===== src/rtl/las_ram.sv =====
// Generic simple dual-port RAM, one write and one registered read port.
// No dependencies.
module las_ram #(
    parameter int WIDTH = 64,
    parameter int DEPTH = 64
) (
    input  logic                     clk,
    input  logic                     we,
    input  logic [$clog2(DEPTH)-1:0] wr_addr,
    input  logic [WIDTH-1:0]         wr_data,
    input  logic [$clog2(DEPTH)-1:0] rd_addr,
    output logic [WIDTH-1:0]         rd_data
);

    logic [WIDTH-1:0] mem [DEPTH];

    always_ff @(posedge clk)
    begin
        if (we)
        begin
            mem[wr_addr] <= wr_data;
        end
        rd_data <= mem[rd_addr];
    end

endmodule


===== config.mk =====
export PLATFORM = sky130hd
export DESIGN_NAME = las_ram
export DESIGN_NICKNAME = d
export VERILOG_FILES = /design/src/rtl/las_ram.sv
export SDC_FILE = /design/constraint.sdc
export NUM_CORES = 2
export LEC_CHECK = 0
export ABC_AREA = 0
export BUFFER_PORTS_ARGS = -buffer_cell sky130_fd_sc_hd__buf_2
export CORE_ASPECT_RATIO = 1.2
export CORE_MARGIN = 5
export CORE_UTILIZATION = 63
export DETAILED_ROUTE_END_ITERATION = 6
export GPL_TIMING_DRIVEN = 0
export PLACE_DENSITY_LB_ADDON = 0.3
export SLEW_MARGIN = 10
export SYNTH_ARGS = -nofsm -noshare
export SYNTH_HDL_FRONTEND = slang
export SYNTH_SLANG_ARGS = --single-unit

===== constraint.sdc =====
create_clock -name clk -period 8.6 [get_ports clk]
set_input_delay 1.29 -clock clk [delete_from_list [all_inputs] [get_ports clk]]
set_output_delay 1.29 -clock clk [all_outputs]
set_load 0.02 [all_outputs]

; Word level (Yosys, flattened, before mapping)
; Memories as Yosys holds them, arrays and structs flattened. A register that Yosys moved wholly into a read port is not among the register bits.
; Cells that the tools add are included.
; Widths: inputs -> output; s select.
[classes]
muxes = 2
[ops]
columns = op, count
row1 = $mux 1, 2
[word_totals]
regBits = 0
ram_bits = 4096
input_bits = 78
out_inout_bits = 64
wordCells = 3
mem_count = 1
[mem_list]
columns = memory, words, word_bits, read_ports, rd_clocked_by_memory_dff, wr, line
row1 = mem, 64, 64, 1, 1, 1, 15  ; logic [WIDTH-1:0] mem [DEPTH];

; Logic depth before layout (Yosys ltp)
[logic_depth]
depth_word = 2
ltp_mapped = 9
depth_no_buf = 5

; Worst setup path before layout
; No wires, ideal clock.
[synth_path]
kind = input -> register
startpoint = input port wr_addr[3]
endpoint = memory mem[48][0] (enable)
setup_time_ns = 0.564
t_arrival_ns = 6.162
required_time_ns = 8.036
setup_slack_ns = 1.874
stages = 4
n_path_buf = 1
cell_sequence = clkbuf_1 > nor2b_1 > nand4b_1 > nor3_1
[synth_lines]
columns = element, line
row1 = "start, declared", 9  ; input logic [$clog2(DEPTH)-1:0] wr_addr,
row2 = "end, declared", 15
; Straight into the memory's write port.

==> summary.txt <==
Outcome
  – Run status: complete, but fails checks
  – Violated checks: design-rule violations

Drt
  – Number of routed nets with antenna violations: 0
  – DRC: 1
  – Final WL: approximately 460,000 um
  – Routed wirelength normalized by instance count: about 42 um
  – Number of DRC violations after detailed-routing iteration 0: 14,481
  – First-pass iteration count of the detailed router: 6
  – DR vias/cell: 7.46
  – Number of vias in the routed layout: 81,376

Layout
  – Layout Cells excl Fill: around 11,000
  – Total area of sequential cells: between 0.1 and 0.15 mm2
  – Final-layout fill cell count: 12,665
  – Area of all placed cells without fillers: about 0.18 mm2
  – Share of cells above drive strength 1: between 20 and 30%
  – Multi-input gate area in the final layout: a little over 0.03 mm2
  – Synth-to-layout area growth: 14.0%
  – Layout Nets: 7,410

Place
  – Placed standard-cell area: 0.166 mm2
  – Number of port buffers: 133
  – Cell total after placement: just over 10,000
  – Post-DP HPWL: roughly 270,000 um
  – Routability congestion estimate from global placement: about 0.85

Worst setup path
  – Worst path required time: a little over 9 ns
  – CP max-delay cell: sky130_fd_sc_hd__a211oi_1
  – Most used cell, CP: sky130_fd_sc_hd__buf_2
  – Maximum fanout along the worst path: 12
  – Data arrival time of the critical path: 6.00 ns
  – Launching instance or port of the critical path: rd_addr[2]
  – Cell class contributing the biggest share of worst-path delay: buffers and inverters
  – Cell chain of the critical path: buf_2, buf_4, buf_2, buf_2, buf_4, mux2i_1, o22ai_1, a31oi_1, a211oi_1
  – Reg-to-reg slack, setup: around 5.5 ns
  – Bufs and invs on worst path: 5
  – Element type at the critical path end: flop
  – Endpoint of the worst setup timing path: rd_data[7]
  – Capture point of the worst reg-to-reg path: rd_data[31]
  – Worst reg2reg path depth: 5
  – Worst Setup Start Kind: input pin
  – Number of cells on the critical path: 9
  – Type of the worst setup path: input pin to flop
  – Maximum cell stage delay along the critical path: about 1.1 ns
  – Critical register-to-register path startpoint: mem[50][31]

Timing
  – Final hold violation count: 0
  – Pins Over Slew Limit: 0
  – Layout Skew: 0.0623 ns
  – Share of the clock period used by the worst path after layout: around three fifths
  – Max-Slew Margin vs Limit: 7.46%
  – Setup violation total in the final timing report: 0
  – Setup repair after global routing missed its margin: false
  – Minimum clock period: ~5.3 ns
  – Max Freq: 0.189 GHz
  – Worst Tran Pin Value: around 1.4 ns

Die
  – Die W: ~460 um
  – Initial standard-cell utilization of the core: a little over three fifths
  – Die Outline Area: about 0.26 mm2
  – FP Rows: 200
  – Die boundary height: between 500 and 600 um
  – Placeable Area: 0.247 mm2
  – I/O pins: around 140

Clock network
  – TritonCTS clock tree: built
  – Hold-fix buffers, CTS: 0
  – Clk sink count: roughly 4,200
  – Number of buffers created by CTS: about 380
  – Post-CTS Resized: 0
  – Clock Pin Slew Worst Setup and Hold Paths: ~0.06 ns
  – Root Driver: sky130_fd_sc_hd__clkbuf_16
  – Post-CTS Repair Setup Buffers: 0
  – Clock insertion delay at the later pin of the skew report: between 0.9 and 1 ns
  – Number of levels in the clock H-tree: 5
  – Number of buffers between clock root and the deepest sink: 4

Synthesis
  – Post-synthesis register bit count: between 4,000 and 5,000
  – Synthesized instance count: between 6,000 and 7,000
  – Number of flops mapped to enable cells by yosys: between 4,000 and 5,000
  – Average size of a mapped cell: approximately 24 um2
  – Number of distinct library cells after synthesis: 33
  – Net Count, Synth: ~6,700
  – Share of flip-flops with an asynchronous set or reset after synthesis: 0%
  – Synth warnings: 0
  – Top flip-flop cell by instance count after synthesis: sky130_fd_sc_hd__edfxtp_1
  – Sequential element share of the synthesized area: about four fifths
  – Synth Cell Area: between 0.15 and 0.2 mm2

Global routing
  – Via count of the first global-routing pass: approximately 83,000
  – Total overflow reported by the global router: 0
  – Maximum number of pins on one net before global-route repair: 65
  – Global-route usage over all layers: 35.5%
  – Wire length of the first global-routing pass: roughly 640,000 um
  – Antenna violations before repair: between 50 and 60

Job
  – Number of maximum-capacitance violations: 0

Power and ir drop
  – LEAKAGE: between 0.05 and 0.06 uW
  – Max rail drop VDD: between 200 and 250 uV
  – Power per unit of standard cell area: approximately 230 mW/mm2

Worst hold path
  – Cell count of the worst hold path: 1
  – Classification of the worst-slack hold path: input pin to flop
per-layer routing:
layer	up-vias	wire length, um	track usage (%)	share of wire, %
met4	34	36400	22.1	8.0
met5	-	285	0	0.063
met2	7943	215000	55.2	47
met3	1856	67400	12.0	15
li1	29950	-	-	-
met1	41593	137000	43.5	30
per-stage QoR:
step	hold WS (ns)	TNS (ns)	utilization [%]	worst slack (ns)	total power [uW]
2_1_floorplan	0.788	0	-	1.87	24000
3_3_place_gp	0.902	-949.77	65.1	-4.51	25000
3_5_place_dp	0.916	0	67.1	2.94	25100
4_1_cts	0.926	0	72.0	3.84	41600
5_1_grt	0.819	0	72.1	3.48	42700
6_report	0.822	0	72.1	3.30	41700
registers in the layout, indices dropped and copies added (netlist names):
name / cells
mem: 4096
rd_data: 64
final cells by class:
cell class              count  area share (%)
well taps                3232            2.27
multi-input cells        2049            17.2
repair buffers            351            2.86
clock inverters           225            1.17
plain buffers             370            1.00
inverters                  19          0.0400
diodes                     29          0.0407
flip-flops and latches   4160            69.7
clock buffers             470            5.67
power breakdown:
group / switching, uW / total, uW / internal [uW]
Clock: 7500 / 16900 / 9380
Sequential: 58.2 / 22500 / 22400
Combinational: 1560 / 2300 / 734
Total: 9120 / 41700 / 32600
how the worst min path moves through the flow:
stage / start / end / slack (ns)
after floorplan: mem[30][61] / rd_data[61] / 0.79
after detailed placement: mem[38][26] / rd_data[26] / 0.92
after global placement: mem[38][18] / rd_data[18] / 0.90
after global routing: wr_data[51] / mem[30][51] / 0.82
final: wr_data[41] / mem[31][41] / 0.82
after CTS: mem[38][26] / rd_data[26] / 0.93
Yosys cell counts, types with 28 or more instances:
master	number	area share [%]
sky130_fd_sc_hd__mux2i_1	135	0.86
sky130_fd_sc_hd__nand2_1	58	0.14
sky130_fd_sc_hd__a22o_1	88	0.49
sky130_fd_sc_hd__dfxtp_1	64	0.82
sky130_fd_sc_hd__clkbuf_1	140	0.34
sky130_fd_sc_hd__o221ai_1	38	0.21
sky130_fd_sc_hd__buf_2	170	0.54
sky130_fd_sc_hd__mux4_2	1024	15
sky130_fd_sc_hd__or2_2	28	0.11
sky130_fd_sc_hd__nor2b_1	28	0.11
sky130_fd_sc_hd__nand3_1	45	0.14
sky130_fd_sc_hd__and3_1	64	0.26
sky130_fd_sc_hd__a211oi_1	63	0.30
sky130_fd_sc_hd__buf_4	34	0.16
sky130_fd_sc_hd__a22oi_1	168	0.81
sky130_fd_sc_hd__nor2_1	112	0.27
sky130_fd_sc_hd__edfxtp_1	4096	79
sky130_fd_sc_hd__o22ai_1	83	0.33
sky130_fd_sc_hd__or3_1	29	0.12
worst register-to-register path, cell delays in order, from the launching register on:
cell and delay [ns]:
sky130_fd_sc_hd__edfxtp_1 0.42, sky130_fd_sc_hd__mux4_2 0.49, sky130_fd_sc_hd__mux2i_1 0.34, sky130_fd_sc_hd__o22ai_1 0.29, sky130_fd_sc_hd__a31oi_1 1.04, sky130_fd_sc_hd__a211oi_1 0.25
logic make-up (layout without fill, tap and decap cells):
family / Yosys count / after routing / synth area share [%]
AOI/OAI and AO/OA: 504 / 504 / 2.48
buffers and inverters: 389 / 1435 / 1.18
DFF: 4160 / 4160 / 79.5
muxes: 1159 / 1159 / 15.6
other: 0 / 29 / 0
and+or+nand+nor: 386 / 386 / 1.24
placed cells by master (no fill, tap or decap), types with 64 or more instances in the layout:
master and instances:
sky130_fd_sc_hd__buf_4 71, sky130_fd_sc_hd__clkbuf_1 203, sky130_fd_sc_hd__dfxtp_1 64, sky130_fd_sc_hd__clkinv_2 73
sky130_fd_sc_hd__and3_1 64, sky130_fd_sc_hd__clkbuf_16 385, sky130_fd_sc_hd__a22oi_1 168, sky130_fd_sc_hd__buf_12 165
sky130_fd_sc_hd__clkinv_1 84, sky130_fd_sc_hd__edfxtp_1 4096, sky130_fd_sc_hd__mux4_2 1024, sky130_fd_sc_hd__o22ai_1 83
sky130_fd_sc_hd__a22o_1 88, sky130_fd_sc_hd__mux2i_1 135, sky130_fd_sc_hd__buf_2 283
Note: power is estimated with default switching activity, not from simulation.
