## config.mk

```make
export PLATFORM = sky130hd
export DESIGN_NAME = las_row_unit
export DESIGN_NICKNAME = d
export VERILOG_FILES = /design/src/rtl/las_pkg.sv /design/src/rtl/las_row_unit.sv
export SDC_FILE = /design/constraint.sdc
export NUM_CORES = 1
export LEC_CHECK = 0
export BUFFER_PORTS_ARGS = -buffer_cell sky130_fd_sc_hd__buf_2
export CAP_MARGIN = 10
export CELL_PAD_IN_SITES_DETAIL_PLACEMENT = 0
export CELL_PAD_IN_SITES_GLOBAL_PLACEMENT = 2
export CORE_MARGIN = 10
export CORE_UTILIZATION = 37
export DETAILED_ROUTE_END_ITERATION = 10
export GPL_TIMING_DRIVEN = 0
export PLACE_DENSITY = 0.93
export SLEW_MARGIN = 10
export SYNTH_ARGS = -nofsm -noshare
export SYNTH_HDL_FRONTEND = slang
export SYNTH_SLANG_ARGS = --single-unit
```

## constraint.sdc

```tcl
create_clock -name vclk -period 14.5
set_input_delay 4.35 -clock vclk [all_inputs]
set_output_delay 4.35 -clock vclk [all_outputs]
set_load 0.02 [all_outputs]
```

## src/rtl/las_pkg.sv

```systemverilog
// Shared constants, types and state encoding for the life automaton step core.
// No dependencies.
package las_pkg;

    localparam int GRID_ROWS = 64;
    localparam int GRID_COLS = 64;
    localparam int ROW_W     = $clog2(GRID_ROWS);
    localparam int COL_W     = $clog2(GRID_COLS);
    localparam int CNT_W     = 7;
    localparam int GEN_W     = 32;
    localparam int NB_W      = 4;
    localparam int FUNC_W    = 3;
    localparam int CFG_IDX_W = 2;

    typedef logic [GRID_COLS-1:0] row_word_t;

    localparam logic [FUNC_W-1:0] FUNC_WRITE  = 3'd0;
    localparam logic [FUNC_W-1:0] FUNC_TOGGLE = 3'd1;
    localparam logic [FUNC_W-1:0] FUNC_READ   = 3'd2;
    localparam logic [FUNC_W-1:0] FUNC_STEP   = 3'd3;
    localparam logic [FUNC_W-1:0] FUNC_CLEAR  = 3'd4;

    localparam logic [CFG_IDX_W-1:0] CFG_RULE_MODE = 2'd0;
    localparam logic [CFG_IDX_W-1:0] CFG_ROWS      = 2'd1;
    localparam logic [CFG_IDX_W-1:0] CFG_COLS      = 2'd2;

    localparam logic [NB_W-1:0] NB_SURVIVE = 4'd2;
    localparam logic [NB_W-1:0] NB_BIRTH   = 4'd3;
    localparam logic [NB_W-1:0] NB_HIGHLIFE = 4'd6;

    typedef enum logic [2:0] {
        ST_IDLE,
        ST_ACC_RD,
        ST_ACC_MOD,
        ST_STEP_RD,
        ST_STEP_LOAD,
        ST_STEP_ROW,
        ST_DONE
    } state_t;

endpackage

```

## src/rtl/las_row_unit.sv

```systemverilog
// Next-generation rule for one full row word from the rows above, here and below.
// Depends on las_pkg.
module las_row_unit (
    input  logic              rule_mode,
    input  las_pkg::row_word_t col_mask,
    input  las_pkg::row_word_t above,
    input  las_pkg::row_word_t here,
    input  las_pkg::row_word_t below,
    output las_pkg::row_word_t fresh
);
    import las_pkg::*;

    logic [GRID_COLS+1:0] a_p;
    logic [GRID_COLS+1:0] h_p;
    logic [GRID_COLS+1:0] b_p;
    logic [NB_W-1:0]      nb [GRID_COLS];

    assign a_p = {1'b0, above, 1'b0};
    assign h_p = {1'b0, here, 1'b0};
    assign b_p = {1'b0, below, 1'b0};

    always_comb
    begin
        for (int c = 0; c < GRID_COLS; c++)
        begin
            nb[c] = NB_W'(a_p[c]) + NB_W'(a_p[c+1]) + NB_W'(a_p[c+2])
                  + NB_W'(h_p[c]) + NB_W'(h_p[c+2])
                  + NB_W'(b_p[c]) + NB_W'(b_p[c+1]) + NB_W'(b_p[c+2]);
            if (nb[c] == NB_BIRTH)
            begin
                fresh[c] = col_mask[c];
            end
            else if (nb[c] == NB_SURVIVE)
            begin
                fresh[c] = col_mask[c] & here[c];
            end
            else if (nb[c] == NB_HIGHLIFE && rule_mode && !here[c])
            begin
                fresh[c] = col_mask[c];
            end
            else
            begin
                fresh[c] = 1'b0;
            end
        end
    end

endmodule

```

After elaboration in Yosys (flattened, before gate mapping)
Index checks and enable logic that the tools add are counted.
{"block": "op_classes", "add_sub_neg": 441, "mul": 0, "div_mod_pow": 0, "order_cmp": 0, "eq_ne": 192, "n_shift": 0, "n_mux": 192, "n_bitwise": 64, "n_reduce_logical": 192}
{"cell": "4-bit by 1-bit adder with 4-bit output", "n": 252}
{"cell": "4-bit by 2-bit == test with 1-bit output (second input constant)", "n": 128}
{"cell": "4-bit by 3-bit == test with 1-bit output (second input constant)", "n": 64}
{"cell": "3-bit by 1-bit adder with 4-bit output", "n": 63}
{"cell": "1-bit two-way mux", "n": 192}
{"cell": "2-bit by 1-bit adder with 3-bit output", "n": 63}
{"cell": "1-bit logical AND", "n": 128}
{"cell": "1-bit by 1-bit adder with 2-bit output", "n": 63}
{"cell": "1-bit AND", "n": 64}
{"cell": "1-bit logical NOT", "n": 64}
{"block": "totals", "register_bits": 0, "latchBits": 0, "ramBits": 0, "mem_bits_ro": 0, "word_cells": 1081, "mem_count": 0}

Longest topological paths before layout
Gate-level depths: netlist (run 1).
{"block": "logic_depth", "word_depth": 13, "ltp_mapped": 10, "ltp_nobuf": 10}

Worst setup path before layout (run 1)
No wires, ideal clock.
{"block": "synth_timing", "kind": "input-to-output", "startpoint": "input port above[34]", "endpoint": "output port fresh[35]", "t_arrival_ns": 7.164, "t_required_ns": 10.150, "slack_ns": 2.986, "path_stages": 10, "cell_sequence": "inv_1 fa_1 fa_1 fa_1 inv_1 ha_1 fa_1 xor2_1 mux2i_1 o2111a_1"}
{"block": "synth_via", "elab_chain_cells": 13, "elab_cells_between_ends": 15, "cone_classes": "7 x add/sub; 3 x eq/ne; 3 x mux; 2 x reduce/logical"}
{"element": "from (decl)", "line_no": "las_row_unit.sv:6", "source": "input las_pkg::row_word_t above,"}
{"element": "1-bit by 1-bit adder with 2-bit output *", "line_no": "las_row_unit.sv:26", "source": "nb[c] = NB_W'(a_p[c]) + NB_W'(a_p[c+1]) + NB_W'(a_p[c+2])"}
{"element": "2-bit by 1-bit adder with 3-bit output *", "line_no": "las_row_unit.sv:26"}
{"element": "3-bit by 1-bit adder with 4-bit output *", "line_no": "las_row_unit.sv:27", "source": "+ NB_W'(h_p[c]) + NB_W'(h_p[c+2])"}
{"element": "4-bit by 1-bit adder with 4-bit output *", "line_no": "las_row_unit.sv:27"}
{"element": "4-bit by 1-bit adder with 4-bit output * (3 in series)", "line_no": "las_row_unit.sv:28", "source": "+ NB_W'(b_p[c]) + NB_W'(b_p[c+1]) + NB_W'(b_p[c+2]);"}
{"element": "4-bit by 3-bit == test with 1-bit output", "line_no": "las_row_unit.sv:37", "source": "else if (nb[c] == NB_HIGHLIFE && rule_mode && !here[c])"}
{"element": "1-bit logical AND (2 in series)", "line_no": "las_row_unit.sv:37"}
{"element": "1-bit two-way mux", "line_no": "las_row_unit.sv:37"}
{"element": "1-bit two-way mux", "line_no": "las_row_unit.sv:33", "source": "else if (nb[c] == NB_SURVIVE)"}
{"element": "1-bit two-way mux *", "line_no": "las_row_unit.sv:29", "source": "if (nb[c] == NB_BIRTH)"}
{"element": "to (decl)", "line_no": "las_row_unit.sv:9", "source": "output las_pkg::row_word_t fresh"}
Every way passes the cells marked *; elsewhere a longest branch is shown, timed or not.

Final worst setup path (run 1)
{"block": "layout_timing", "startpoint": "input port above[49]", "endpoint": "output port fresh[50]"}
Same word-level chain as after synthesis.

==> results of run 1 <==
==> cells in the mapped netlist (all sizes together) <==
cell type / n
inv: 505
fa: 252
ha: 188
a21oi: 64
o2111a: 62
mux2i: 61
nor2: 61
or3b: 61
xor2: 61
buf: 7
o21ai: 2
a21o: 1
and4: 1
nand2: 1
nand2b: 1
nand4: 1
nor2b: 1
or4b: 1
xnor2: 1
==> worst min-delay path by stage <==
stage | from | end | cells past startpoint
2_1_floorplan | col_mask[63] | fresh[63] | 2
4_1_cts | col_mask[63] | fresh[63] | 4
6_report | col_mask[59] | fresh[59] | 3
5_1_grt | col_mask[57] | fresh[57] | 3
3_3_place_gp | col_mask[63] | fresh[63] | 4
3_5_place_dp | col_mask[63] | fresh[63] | 4
==> per-layer routing <==
| layer | global-route usage (%) | vias to the layer above | share of wire, % |
|---|---|---|---|
| met2 | 27.0 | 197 | 49 |
| met3 | 4.25 | 26 | 7.8 |
| li1 | - | 4722 | - |
| met4 | 0.613 | 22 | 0.30 |
| met1 | 18.9 | 4472 | 43 |
| met5 | 0 | - | 0.50 |
==> per-stage QoR <==
| step | area, um2 | cells |
|---|---|---|
| after floorplan | 12400 | 1332 |
| after CTS | 14500 | 2094 |
| after global placement | 14500 | 2094 |
| after detailed placement | 14500 | 2094 |
| final | 14500 | 2102 |
| after global routing | 14500 | 2097 |
==> kinds of logic after synthesis <==
kind of cell / synth area share, %
buf+inv: 16.0
xor+xnor: 4.39
fa+ha+maj: 59.8
compound gates: 8.38
mux: 4.94
simple gates: 6.52
==> cell type report <==
| type | instances | area (um2) |
|---|---|---|
| Antenna cell | 8 | 20.0 |
| Buffer | 7 | 78.8 |
| Fill cell | 3330 | 18200 |
| Inverter | 505 | 1900 |
| Multi-Input combinational cell | 820 | 10400 |
| Tap cell | 442 | 553 |
| Timing Repair Buffer | 320 | 1600 |
==> power groups by stage <==
stage,sequential [mW],clock [mW],combinational (mW)
final,0,0.0000000740,1.03
after global routing,0,0.0000000277,1.20
after CTS,0,0,1.05
after detailed placement,0,0,1.03
after global placement,0,0,1.00
after floorplan,0,0,0.769
==> summary.txt, run 1 <==
Floorplan
  – Top Ports: roughly 320
  – Core Area: 32800 um2
  – Die X: between 200 and 250 um
  – Die ar.: just over 40000 um2
  – Row count: 66
  – Die height: approximately 200 um
  – Initial Util: about 38%

CTS
  – Hold buffer count at cts: 0
  – Postcts setup bufs: 0
  – CTS resizes: 0

Detailed routing
  – Final WL: 31400 um
  – DRC Markers: 0
  – Wire per inst: 14.9 um
  – Initial drt markers: ~140
  – Final ANT Viol Nets: 0
  – Drt via density: between 4 and 5
  – Vias: around 9400
  – Router iterations before antenna repair: 4

Outcome
  – Status: complete, no violations

Layout
  – CLK BUF: 0
  – Seq cells: 0
  – Share of cells above drive strength 1: between 10% and 20%
  – Commonest non-fill, non-tap cell in the layout: inv_1
  – Most frequent cells in the layout: 505 x inv_1, 320 x buf_2, 252 x fa_1, 188 x ha_1, 64 x a21oi_1
  – Fin nets: around 2400
  – Register area: 0 um2
  – Syn-to-layout area delta: 17.6%
  – Fin util: ~44%

Place
  – IO buf count: 320
  – GPL Wtd Cong: 0.853
  – Place WS: roughly 2.6 ns
  – Final HPWL DP: slightly above 30000 um

Timing
  – Unrepaired setup endpoints after global routing: false
  – Final Cycle Share: between 80% and 90%
  – # setup viols final: 0
  – PnR worst setup slack: approximately 2.6 ns
  – Least-Margin Pin Slew: roughly 0.26 ns
  – Slew Viols, Final: 0
  – Minimum clock period: between 10 and 15 ns
  – Fmax achieved: around 0.084 GHz
  – Max_slew headroom: between 80 and 90%
  – Post-Route Setup TNS: 0 ns
  – Worst hold slack: between 9 and 10 ns
  – Final Hold Fails: 0

Power
  – Comb power frac: between 90% and 100%
  – Clk pwr share: 0%
  – Power, Total: just over 1 mW
  – Pwr Density: between 70 and 80 nW/um2
  – Peak VDD IR: just over 0.00004 V
  – Psw: around 0.56 mW
  – Leakage: roughly 8.5 nW
  – Flop pwr share: 0%
  – Pint: between 0.4 and 0.5 mW
  – Sw Ratio: 54.4%

Yosys
  – Mapped Area: roughly 12000 um2
  – Sequential area share after synthesis: 0%
  – Syn_nets: slightly above 2000
  – Mapped Cells: 1332
  – Avg Cell Area, Syn: 9.28 um2
  – Top cells by area, synth: fa_1 41%, ha_1 19%, inv_1 15%
  – Leading area contributor after synthesis: fa_1
  – Syn. warnings: 0
  – Synth cell types: 19
  – Area share of the largest cell type after synthesis: approximately two fifths

Setup path
  – Arr. time, crit path: between 7 and 8 ns
  – Crit path launch: above[49]
  – Setup crit end kind: primary output
  – Max incr delay on CP: between 0.5 and 0.6 ns
  – Crit Path Max Fanout: 2
  – Crit path capture: fresh[50]
  – CP Launch Type: primary input
  – Crit Path Class: primary input to primary output
  – CP max stage cell: fa_1
  – CP Data Required Time: about 10 ns
  – CP top delay family: adder cells
  – CP bufs+invs: 4
  – CP cell instances: buf_2 -> inv_1 -> fa_1 -> fa_1 -> fa_1 -> inv_1 -> ha_1 -> fa_1 -> xor2_1 -> mux2i_1 -> o2111a_1 -> buf_2
  – Critical path depth: 12
  – Cell mode on critical path: fa_1

GRT
  – Largest net degree at the start of global routing: 11
  – Initial antenna violation count: 18
  – Vias in the first global route: between 10000 and 15000
  – GR Overflow Total: 0
  – First-pass GRT wire length: between 50000 and 60000 um
  – All-layer global routing usage: 15.2%

Worst hold path
  – Hold Path Class: primary input to primary output

Flow run
  – Max Cap Violations: 0
Power figures use the tool's default switching activity.
==> inputs of run 2 (changes only) <==
--- a/config.mk
+++ b/config.mk
@@ -10,10 +10,10 @@
 export CELL_PAD_IN_SITES_DETAIL_PLACEMENT = 0
 export CELL_PAD_IN_SITES_GLOBAL_PLACEMENT = 2
 export CORE_MARGIN = 10
-export CORE_UTILIZATION = 37
+export CORE_UTILIZATION = 31
 export DETAILED_ROUTE_END_ITERATION = 10
 export GPL_TIMING_DRIVEN = 0
-export PLACE_DENSITY = 0.93
+export PLACE_DENSITY = 0.83
 export SLEW_MARGIN = 10
 export SYNTH_ARGS = -nofsm -noshare
 export SYNTH_HDL_FRONTEND = slang
==> constraint.sdc (replaced) <==
create_clock -name vclk -period 10.7
set_input_delay 3.21 -clock vclk [all_inputs]
set_output_delay 3.21 -clock vclk [all_outputs]
set_load 0.02 [all_outputs]
==> run 2 against run 1 <==
Against the previous run: first-iteration DRC count grew 55%; critical endpoint unchanged; critical path depth is the same; flip-flop and latch count is the same; worst hold slack lost 2.3 ns; combinational power grew 35%; final cell count grew 3.8%; sequential share of layout area is the same.
==> summary.txt, run 2 (synthesis gave the netlist of run 1 again) <==
Timing
  – Final Cycle Share: 89.6%
  – Max_slew headroom: 82.8%
  – Slew Viols, Final: 0
  – Final Hold Fails: 0
  – Minimum clock period: roughly 9.6 ns
  – # setup viols final: 0
  – Fmax achieved: between 0.1 and 0.15 GHz
  – Least-Margin Pin Slew: 0.258 ns
  – PnR worst setup slack: 1.12 ns
  – Post-Route Setup TNS: 0 ns
  – Unrepaired setup endpoints after global routing: false

GRT
  – Initial antenna violation count: 15
  – Largest net degree at the start of global routing: 11
  – All-layer global routing usage: between 10% and 20%
  – Vias in the first global route: 10660
  – First-pass GRT wire length: between 50000 and 60000 um
  – GR Overflow Total: 0

Setup path
  – Max incr delay on CP: approximately 0.55 ns
  – CP top delay family: adder cells
  – CP Data Required Time: 7.49 ns
  – Crit Path Max Fanout: 2
  – CP bufs+invs: 4
  – CP Launch Type: primary input
  – Crit Path Class: primary input to primary output
  – CP max stage cell: fa_1
  – Setup crit end kind: primary output
  – Arr. time, crit path: 6.37 ns
  – Cell mode on critical path: fa_1
  – CP cell instances: buf_2 -> inv_1 -> fa_1 -> fa_1 -> fa_1 -> inv_1 -> ha_1 -> fa_1 -> xor2_1 -> mux2i_1 -> o2111a_1 -> buf_2

Place
  – GPL Wtd Cong: about 0.82
  – DP Area: between 10000 and 15000 um2
  – Final HPWL DP: about 31000 um
  – Place WS: 1.09 ns
  – Dpl cells: 2177
  – IO buf count: 320

Layout
  – Fin util: between 30% and 40%
  – CLK BUF: 0
  – Commonest non-fill, non-tap cell in the layout: inv_1
  – Non-filler cells, final: approximately 2200
  – Fill count: ~4200
  – Seq cells: 0
  – Multi-input combinational cell area: 10400 um2
  – Fin nets: between 2000 and 2500
  – Most frequent cells in the layout: 505 x inv_1, 320 x buf_2, 252 x fa_1, 188 x ha_1, 64 x a21oi_1
  – Register area: 0 um2
  – Post-route cell area: 14600 um2
  – Share of cells above drive strength 1: 19.9%
  – Syn-to-layout area delta: 18.4%

Power
  – Peak VDD IR: approximately 0.000037 V
  – Flop pwr share: 0%
  – Psw: roughly 0.76 mW
  – Sw Ratio: a little over half
  – Clk pwr share: 0%
  – Comb power frac: 100.0%
  – Pint: 0.632 mW
  – Pwr Density: around 95 nW/um2
  – Leakage: 8.51 nW

Floorplan
  – Initial Util: a little under a third
  – Top Ports: about 320
  – Die X: between 200 and 250 um
  – Core Area: 39500 um2
  – Die ar.: slightly below 50000 um2
  – Row count: 73
  – Die height: around 220 um

Outcome
  – Status: complete, no violations

Worst hold path
  – Hold Path Class: primary input to primary output

Detailed routing
  – Final ANT Viol Nets: 0
  – Router iterations before antenna repair: 4
  – Final WL: ~33000 um
  – Initial drt markers: 222
  – Wire per inst: about 15 um
  – Vias: between 9000 and 10000
  – DRC Markers: 0
  – Drt via density: approximately 4.4

CTS
  – Postcts setup bufs: 0
  – Hold buffer count at cts: 0
  – CTS resizes: 0

Flow run
  – Max Cap Violations: 0
## run 2: changes by cell type in the layout (fill, tap and decap cells not counted), sizes merged
cell   change
diode      -3
## run 2: final cells by class
cell class                      count  share of cell area, %
Timing Repair Buffer              320                   10.9
Multi-Input combinational cell    820                   71.0
Inverter                          505                   12.9
Antenna cell                        5                 0.0855
Buffer                              7                  0.539
Tap cell                          525                   4.49
## run 2: path summary, 6_finish.rpt
check / to / depth (start not counted) / slack [ns] / from
setup / recovery: fresh[50] / 12 / 1.12 / above[49]
hold / removal: fresh[0] / 4 / 6.76 / col_mask[0]
## run 2: through the flow
step	power, mW	hold slack [ns]
floorplan	1.04	6.55
detailed placement	1.41	6.76
CTS	1.42	6.76
global route	1.62	6.77
global placement	1.37	6.76
finish	1.39	6.76
## run 2: tightest hold or removal path, cell delays in order
cell and delay, ns:
buf_2 0.10, nand2b_1 0.06, a21oi_1 0.04, buf_2 0.15
## run 2: power by group through the flow
stage / Combinational [mW] / Sequential, mW / Clock (mW)
after floorplan: 1.04 / 0 / 0
after global placement: 1.37 / 0 / 0
after detailed placement: 1.41 / 0 / 0
after CTS: 1.42 / 0 / 0
after global routing: 1.62 / 0 / 0
final: 1.39 / 0 / 0.0000000629
## run 2: metal layers
layer	GRT usage (%)	routed length, um	up-vias
met1	17.2	14300	4517
met3	3.74	2520	26
met2	23.0	15400	216
li1	-	-	4719
met4	0.479	201	18
met5	0	115	-
